$ cat config.mk
export PLATFORM = sky130hd
export DESIGN_NAME = encoder_dimmer_lamp_control_core
export DESIGN_NICKNAME = d
export VERILOG_FILES = /design/src/design/edl_pkg.sv /design/src/design/encoder_dimmer_lamp_control_core.sv /design/src/design/edl_next.sv
export VERILOG_INCLUDE_DIRS = /design/src /design/src/design
export SDC_FILE = /design/constraint.sdc
export NUM_CORES = 1
export LEC_CHECK = 0
export ABC_AREA = 0
export BUFFER_PORTS_ARGS = -buffer_cell sky130_fd_sc_hd__buf_2
export CAP_MARGIN = 5
export CELL_PAD_IN_SITES_DETAIL_PLACEMENT = 1
export CELL_PAD_IN_SITES_GLOBAL_PLACEMENT = 1
export CORE_MARGIN = 3
export CORE_UTILIZATION = 46
export DETAILED_ROUTE_END_ITERATION = 8
export GPL_TIMING_DRIVEN = 1
export PLACE_DENSITY_LB_ADDON = 0.3
export RECOVER_POWER = 50
export SLEW_MARGIN = 0
export SYNTH_ARGS = -nofsm -noshare
export SYNTH_HDL_FRONTEND = slang
export SYNTH_SLANG_ARGS = --single-unit
$ cat constraint.sdc
create_clock -name clk -period 6.7 [get_ports clk]
set_input_delay 1.34 -clock clk [delete_from_list [all_inputs] [get_ports clk]]
set_output_delay 1.34 -clock clk [all_outputs]
set_load 0.005 [all_outputs]
$ cat src/design/encoder_dimmer_lamp_control_core_macros.svh
// Assertion macros for the encoder dimmer lamp control core.
// Used by design files that assert; expects a clock named clk and reset rst.
`ifndef ENCODER_DIMMER_LAMP_CONTROL_CORE_MACROS_SVH
`define ENCODER_DIMMER_LAMP_CONTROL_CORE_MACROS_SVH

// Check a property outside of reset.
`define EDL_ASSERT(lbl, prop, msg) \
  lbl: assert property (@(posedge clk) disable iff (rst) prop) else $error(msg);

// Check a property at every edge, reset included.
`define EDL_ASSERT_ALWAYS(lbl, prop, msg) \
  lbl: assert property (@(posedge clk) prop) else $error(msg);

`endif

$ cat src/design/edl_pkg.sv
// Shared types and constants for the encoder dimmer lamp control core.
// No dependencies.
`timescale 1ns / 1ps

package edl_pkg;

  localparam int LEVEL_BITS = 8;
  localparam int MODE_BITS  = 2;

  localparam logic [LEVEL_BITS-1:0] MAX_LEVEL_RESET = LEVEL_BITS'(128);
  localparam logic [LEVEL_BITS-1:0] STEP_SIZE_RESET = LEVEL_BITS'(8);

  typedef enum logic {
    REG_MAX_LEVEL = 1'b0,
    REG_STEP_SIZE = 1'b1
  } reg_index_t;

  typedef enum logic [MODE_BITS-1:0] {
    MODE_BOTH   = 2'd0,
    MODE_WHITE  = 2'd1,
    MODE_YELLOW = 2'd2
  } color_mode_t;

  typedef struct packed {
    logic func;
    logic enc_a;
    logic enc_b;
    logic power_button;
    logic mode_button;
  } in_item_t;

  typedef struct packed {
    logic [LEVEL_BITS-1:0] level;
    logic                  lamp_on;
    logic                  white_on;
    logic                  yellow_on;
    logic [MODE_BITS-1:0]  color_mode;
  } out_item_t;

  typedef struct packed {
    logic [LEVEL_BITS-1:0] max_level;
    logic [LEVEL_BITS-1:0] step_size;
  } cfg_t;

  typedef struct packed {
    logic [1:0]            encoder_prev;
    logic                  power_key_prev;
    logic                  mode_key_prev;
    logic                  power_state;
    logic [LEVEL_BITS-1:0] bright_index;
    logic [MODE_BITS-1:0]  mode_state;
  } state_t;

endpackage

$ cat src/design/encoder_dimmer_lamp_control_core.sv
// Encoder dimmer lamp control core: top level with registers and handshakes.
// Depends on edl_pkg, edl_next and encoder_dimmer_lamp_control_core_macros.svh.
`timescale 1ns / 1ps

// Takes one pin-change item per clock while out_ready allows, and returns one
// result item for each. An accepted item is held in the input register, where the lamp
// state, brightness and colour mode are updated; its result is then loaded into
// the result register, which raises out_valid, so the sustained rate is one item
// per cycle while out_ready stays high. A stalled result holds the
// input register, which then holds in_ready low until the result moves.
// Register writes take effect at the next edge and do not touch the level.
module encoder_dimmer_lamp_control_core (
  input  logic               clk,
  input  logic               rst,
  input  logic               in_valid,
  output logic               in_ready,
  input  edl_pkg::in_item_t  in_data,
  output logic               out_valid,
  input  logic               out_ready,
  output edl_pkg::out_item_t out_data,
  input  logic               cfg_we,
  input  logic               cfg_index,
  input  logic [edl_pkg::LEVEL_BITS-1:0] cfg_data
);
  import edl_pkg::*;

  cfg_t      cfg;
  state_t    st;
  state_t    st_next;
  out_item_t result;
  in_item_t  in_q;
  logic      in_vld_q;
  logic      process;

  assign process  = in_vld_q && (!out_valid || out_ready);
  assign in_ready = !in_vld_q || process;

  edl_next u_next (
    .cfg    (cfg),
    .st     (st),
    .item   (in_q),
    .nxt    (st_next),
    .result (result)
  );

  always_ff @(posedge clk) begin
    if (rst) begin
      cfg.max_level <= MAX_LEVEL_RESET;
      cfg.step_size <= STEP_SIZE_RESET;
    end else if (cfg_we) begin
      unique case (reg_index_t'(cfg_index))
        REG_MAX_LEVEL: cfg.max_level <= cfg_data;
        REG_STEP_SIZE: cfg.step_size <= cfg_data;
      endcase
    end
  end

  always_ff @(posedge clk) begin
    if (rst) begin
      st.encoder_prev   <= 2'b00;
      st.power_key_prev <= 1'b1;
      st.mode_key_prev  <= 1'b1;
      st.power_state    <= 1'b0;
      st.bright_index   <= MAX_LEVEL_RESET;
      st.mode_state     <= MODE_BOTH;
    end else if (process) begin
      st <= st_next;
    end
  end

  always_ff @(posedge clk) begin
    if (rst) begin
      in_vld_q <= 1'b0;
    end else if (in_ready) begin
      in_vld_q <= in_valid;
    end
  end

  always_ff @(posedge clk) begin
    if (in_valid && in_ready) begin
      in_q <= in_data;
    end
  end

  always_ff @(posedge clk) begin
    if (rst) begin
      out_valid <= 1'b0;
    end else if (process) begin
      out_valid <= 1'b1;
    end else if (out_ready) begin
      out_valid <= 1'b0;
    end
  end

  always_ff @(posedge clk) begin
    if (process) begin
      out_data <= result;
    end
  end

`include "encoder_dimmer_lamp_control_core_macros.svh"

  `EDL_ASSERT(a_mode_range, out_valid |-> (out_data.color_mode != 2'd3), "color mode out of range")
  `EDL_ASSERT(a_enable_lamp, out_valid |-> ((!out_data.white_on && !out_data.yellow_on) || out_data.lamp_on), "channel enabled with lamp off")
  `EDL_ASSERT(a_off_level_hold, (process && !st_next.power_state) |=> (st.bright_index == $past(st.bright_index)), "level changed while lamp off")
  `EDL_ASSERT_ALWAYS(a_reset_empty, ($past(rst) && !rst) |-> (!out_valid && !in_vld_q), "pipeline not empty after reset")

endmodule

$ cat src/design/edl_next.sv
// Next-state and result logic for one pin-change item.
// Depends on edl_pkg.
`timescale 1ns / 1ps

module edl_next (
  input  edl_pkg::cfg_t      cfg,
  input  edl_pkg::state_t    st,
  input  edl_pkg::in_item_t  item,
  output edl_pkg::state_t    nxt,
  output edl_pkg::out_item_t result
);
  import edl_pkg::*;

  typedef enum logic [1:0] {
    DIR_NONE = 2'd0,
    DIR_DEC  = 2'd1,
    DIR_INC  = 2'd2
  } dir_t;

  localparam int WIDE_BITS = LEVEL_BITS + 2;

  logic [1:0]                  code;
  dir_t                        dir;
  logic                        power_next;
  logic [LEVEL_BITS-1:0]       b_dec;
  logic [LEVEL_BITS-1:0]       lvl_dec;
  logic [LEVEL_BITS:0]         b_sum;
  logic [LEVEL_BITS-1:0]       b_inc;
  logic [LEVEL_BITS-1:0]       lvl_inc;
  logic signed [WIDE_BITS-1:0] limit;
  logic signed [WIDE_BITS-1:0] b_wide;
  logic signed [WIDE_BITS-1:0] inc_wide;
  logic [MODE_BITS-1:0]        mode_inc;

  assign code = {item.enc_b, item.enc_a};

  always_comb begin
    unique case ({st.encoder_prev, code})
      4'b10_11, 4'b11_01, 4'b01_00, 4'b00_10: dir = DIR_INC;
      4'b01_11, 4'b11_10, 4'b10_00, 4'b00_01: dir = DIR_DEC;
      default:                                dir = DIR_NONE;
    endcase
  end

  // Decrease with snap to zero.
  assign b_dec   = (st.bright_index >= cfg.step_size) ?
                   (st.bright_index - cfg.step_size) : st.bright_index;
  assign lvl_dec = (b_dec < cfg.step_size) ? '0 : b_dec;

  // Increase with signed limit and snap to max.
  assign limit    = $signed({2'b00, cfg.max_level}) - $signed({2'b00, cfg.step_size});
  assign b_wide   = $signed({2'b00, st.bright_index});
  assign b_sum    = {1'b0, st.bright_index} + {1'b0, cfg.step_size};
  assign b_inc    = (b_wide <= limit) ? b_sum[LEVEL_BITS-1:0] : st.bright_index;
  assign inc_wide = $signed({2'b00, b_inc});
  assign lvl_inc  = (inc_wide >= limit) ? cfg.max_level : b_inc;

  assign mode_inc = (st.mode_state >= MODE_YELLOW) ? MODE_BOTH : (st.mode_state + 2'd1);

  assign power_next = st.power_state ^ (item.power_button & ~st.power_key_prev);

  always_comb begin
    nxt = st;
    if (!item.func) begin
      nxt.power_key_prev = item.power_button;
      nxt.power_state    = power_next;
      if (power_next && dir != DIR_NONE) begin
        nxt.encoder_prev = code;
        nxt.bright_index = (dir == DIR_DEC) ? lvl_dec : lvl_inc;
      end
    end else if (st.power_state) begin
      nxt.mode_key_prev = item.mode_button;
      if (item.mode_button && !st.mode_key_prev) begin
        nxt.mode_state = mode_inc;
      end
    end
  end

  always_comb begin
    result.level      = nxt.bright_index;
    result.lamp_on    = nxt.power_state;
    result.white_on   = nxt.power_state && (nxt.mode_state != MODE_YELLOW);
    result.yellow_on  = nxt.power_state && (nxt.mode_state != MODE_WHITE);
    result.color_mode = nxt.mode_state;
  end

endmodule
==> results.yml <==
run_status:
  status: "finished with violations"
  failed_checks: "capacitance limit"
worst_setup_path:
  critical_path_required_ps: 6770
  critPathMaxStageDelay_ps: 460
  critPathLaunchType: "flop"
  critPathKind: "reg -> reg"
  cp.arrival_ps: 6210
  crit_path_end_kind: "flop"
  cp_max_fo: 11
  crit_slowest_cell: "dfxtp_1"
timing:
  finalSetupViolCount: 0
  rsz0062_at_grt: "no"
  slew_headroom_pct: 0.00748
  worst_pin_slew_ps: 1500
  setup_tns_ps: 0
  hold_viol_final: 0
  final_max_slew_viol_count: 0
  max_freq_mhz: 163
  finalCriticalPeriod_ps: 6130
  post-route-period-util_pct: 91.5
  setup_slack_ps: 567
  fin_skew_ps: 12.1
clocking:
  cts_tree: "yes"
  cts_root_buf: "clkbuf_8"
  worst_skew_pair.late_latency_ps: 320
  numClockSinks: 51
  clk_pin_slew_ps: 100
  cts_buffer_depth: 2
  cts_made_buffers: 5
  cts_setup_buffers: 0
  post_cts_resize_count: 0
  postCtsHoldBufs: 0
  cts.htree.levels: 2
final_layout:
  fin_nets: 537
  area_growth_pct: 8.83
  drive_above_1_share_pct: 13.4
  finish.utilization_pct: 53.2
  antenna_cells: 0
  fin_area_sq_mm: 0.00424
global_route:
  grt_max_degree: 35
  grt_usage_pct: 23.4
  antenna_found_initial: 0
  grt_pass1_wl_um: 18100
  globalRoute.totalOverflow: 0
  first_global_vias: 3711
pwr:
  swShare_pct: 35.9
  internal_power_w: 0.000520
  pwr-share-seq_pct: 42.3
  p_leak_nw: 1.78
  ir_worst_vdd_mv: 0.119
  clkPwrFrac_pct: 23.1
  switchingPower_w: 0.000291
  pwr-share-comb_pct: 34.7
  p_per_area_mw_per_mm2: 191
detailed_routing:
  dr.pass1.iters: 4
  drc: 0
  via_per_inst: 5.89
  via_count: 3403
  routedWlPerCell_um: 18.8
  ant_nets: 0
  drtIter0Drc: 135
  wl_um: 10900
yosys:
  yosysTopAreaCell: "dfxtp_1"
  synth_seq_cells: 51
  async_reset_ff_share_pct: 0
  yosysWarnings: 0
  synth_commonest_cells: "50 x a21oi_1, 50 x nor2_1, 45 x nand2_1, 40 x ha_1, 33 x dfxtp_1"
  syn_area_sq_mm: 0.00390
  synth.avg_cell_area_sq_um: 8.66
  seq_area_frac_synth_pct: 30.8
  synth_ff_type: "dfxtp_1"
  synth_edf_count: 18
  synth_cell_type_count: 54
  netlist_instances: 450
  syn_nets: 512
  synth_top_area_share_pct: 17.0
  ys_top_cells_by_area: "dfxtp_1 17%, edfxtp_1 14%, ha_1 13%"
place:
  place_congestion: 0.880
  io_buffers: 33
  dp_hpwl_um: 8800
  placed_area_sq_mm: 0.00415
  pre_cts_ws_ps: 455
run:
  max-cap-violations: 1
floorplan:
  core_area_sq_mm: 0.00797
  die_y_um: 98.0
  die_w_um: 98.0
  fp-row-count: 32
  die_area_sq_mm: 0.00961
  initial_utilization_pct: 48.9
  ioPinCount: 34
hold_path:
  hp-class: "reg -> reg"
==> logic make-up (layout without fill, tap and decap cells) <==
logic type                 count (synthesis)  after routing  synth area share, %
and+or+nand+nor                          153            153                 17.9
AOI/OAI and AO/OA                        115            115                 22.0
DFF                                       51             51                 30.8
adders and majority gates                 46             46                 15.2
buffers and inverters                     46             72                 4.46
xor gates and xnor gates                  24             24                 5.39
muxes                                     15             15                 4.21
==> flip-flops by register name, summed over array words and instances (netlist names) <==
| signal | count |
|---|---|
| cfg | 16 |
| in_q | 5 |
| in_vld_q | 1 |
| out_data | 13 |
| out_valid | 1 |
| st | 15 |
==> worst max-delay path, delay by kind of cell, from the launching register on <==
kind | cells | cell delay, ps
compound gates | 11 | 2310
xor+xnor | 1 | 240
fa+ha+maj | 5 | 1590
buf+inv | 3 | 470
flops | 1 | 460
mux | 1 | 100
simple gates | 7 | 710
==> layout make-up <==
class,instances,area [sq um]
Fill cell,977,3730
Clock inverter,3,26.3
Tap cell,102,128
Multi-Input combinational cell,353,2530
Inverter,27,101
Sequential cell,51,1200
Clock buffer,5,68.8
Timing Repair Buffer,37,188
==> cell usage in the layout, fill, tap and decap left out, types with 4 or more instances in the layout <==
| cell | instances |
|---|---|
| and3_1 | 7 |
| clkbuf_8 | 5 |
| edfxtp_1 | 18 |
| buf_2 | 27 |
| o21ai_0 | 10 |
| a21o_1 | 5 |
| a21oi_1 | 50 |
| buf_4 | 4 |
| nor2b_1 | 8 |
| o21bai_1 | 9 |
| xor2_1 | 11 |
| nand2b_1 | 10 |
| xnor2_1 | 13 |
| ha_1 | 40 |
| nor3_1 | 8 |
| clkbuf_1 | 6 |
| nand2_1 | 45 |
| o21a_1 | 7 |
| dfxtp_1 | 33 |
| a221oi_2 | 6 |
| mux2_2 | 6 |
| inv_1 | 27 |
| nor2_1 | 50 |
| mux2i_1 | 7 |
| nand3_1 | 12 |
| a211oi_1 | 7 |
==> stage by stage <==
stage                     total power [W]  hold slack (ps)  cells
final                            0.000811              465    578
after global routing             0.000865              492    578
after CTS                        0.000816              467    578
after detailed placement         0.000627              454    570
after global placement           0.000610              446    570
after floorplan                  0.000555              436    450
==> path summary, 6_finish.rpt <==
check | start | end | slack [ps] | depth (start not counted)
setup / recovery | cfg[1] | out_data[12] | 570 | 28
hold / removal | cfg[7] | cfg[7] | 460 | 2
setup reg to reg | cfg[1] | out_data[12] | 570 | 28
hold reg to reg | cfg[7] | cfg[7] | 460 | 2
==> power groups by stage <==
stage               Clock, W  Combinational, W  Sequential [W]
detailed placement         0          0.000278        0.000350
floorplan                  0          0.000209        0.000345
global placement           0          0.000261        0.000349
CTS                 0.000194          0.000279        0.000343
global route        0.000207          0.000314        0.000344
finish              0.000187          0.000281        0.000343
==> metal layers <==
layer	global-route usage (%)	vias up	share of wire (%)
met5	0	-	0
li1	-	1636	-
met4	11.1	0	4.2
met3	3.29	32	4.5
met1	28.4	1648	43
met2	40.6	87	49
Power figures use the tool's default switching activity.
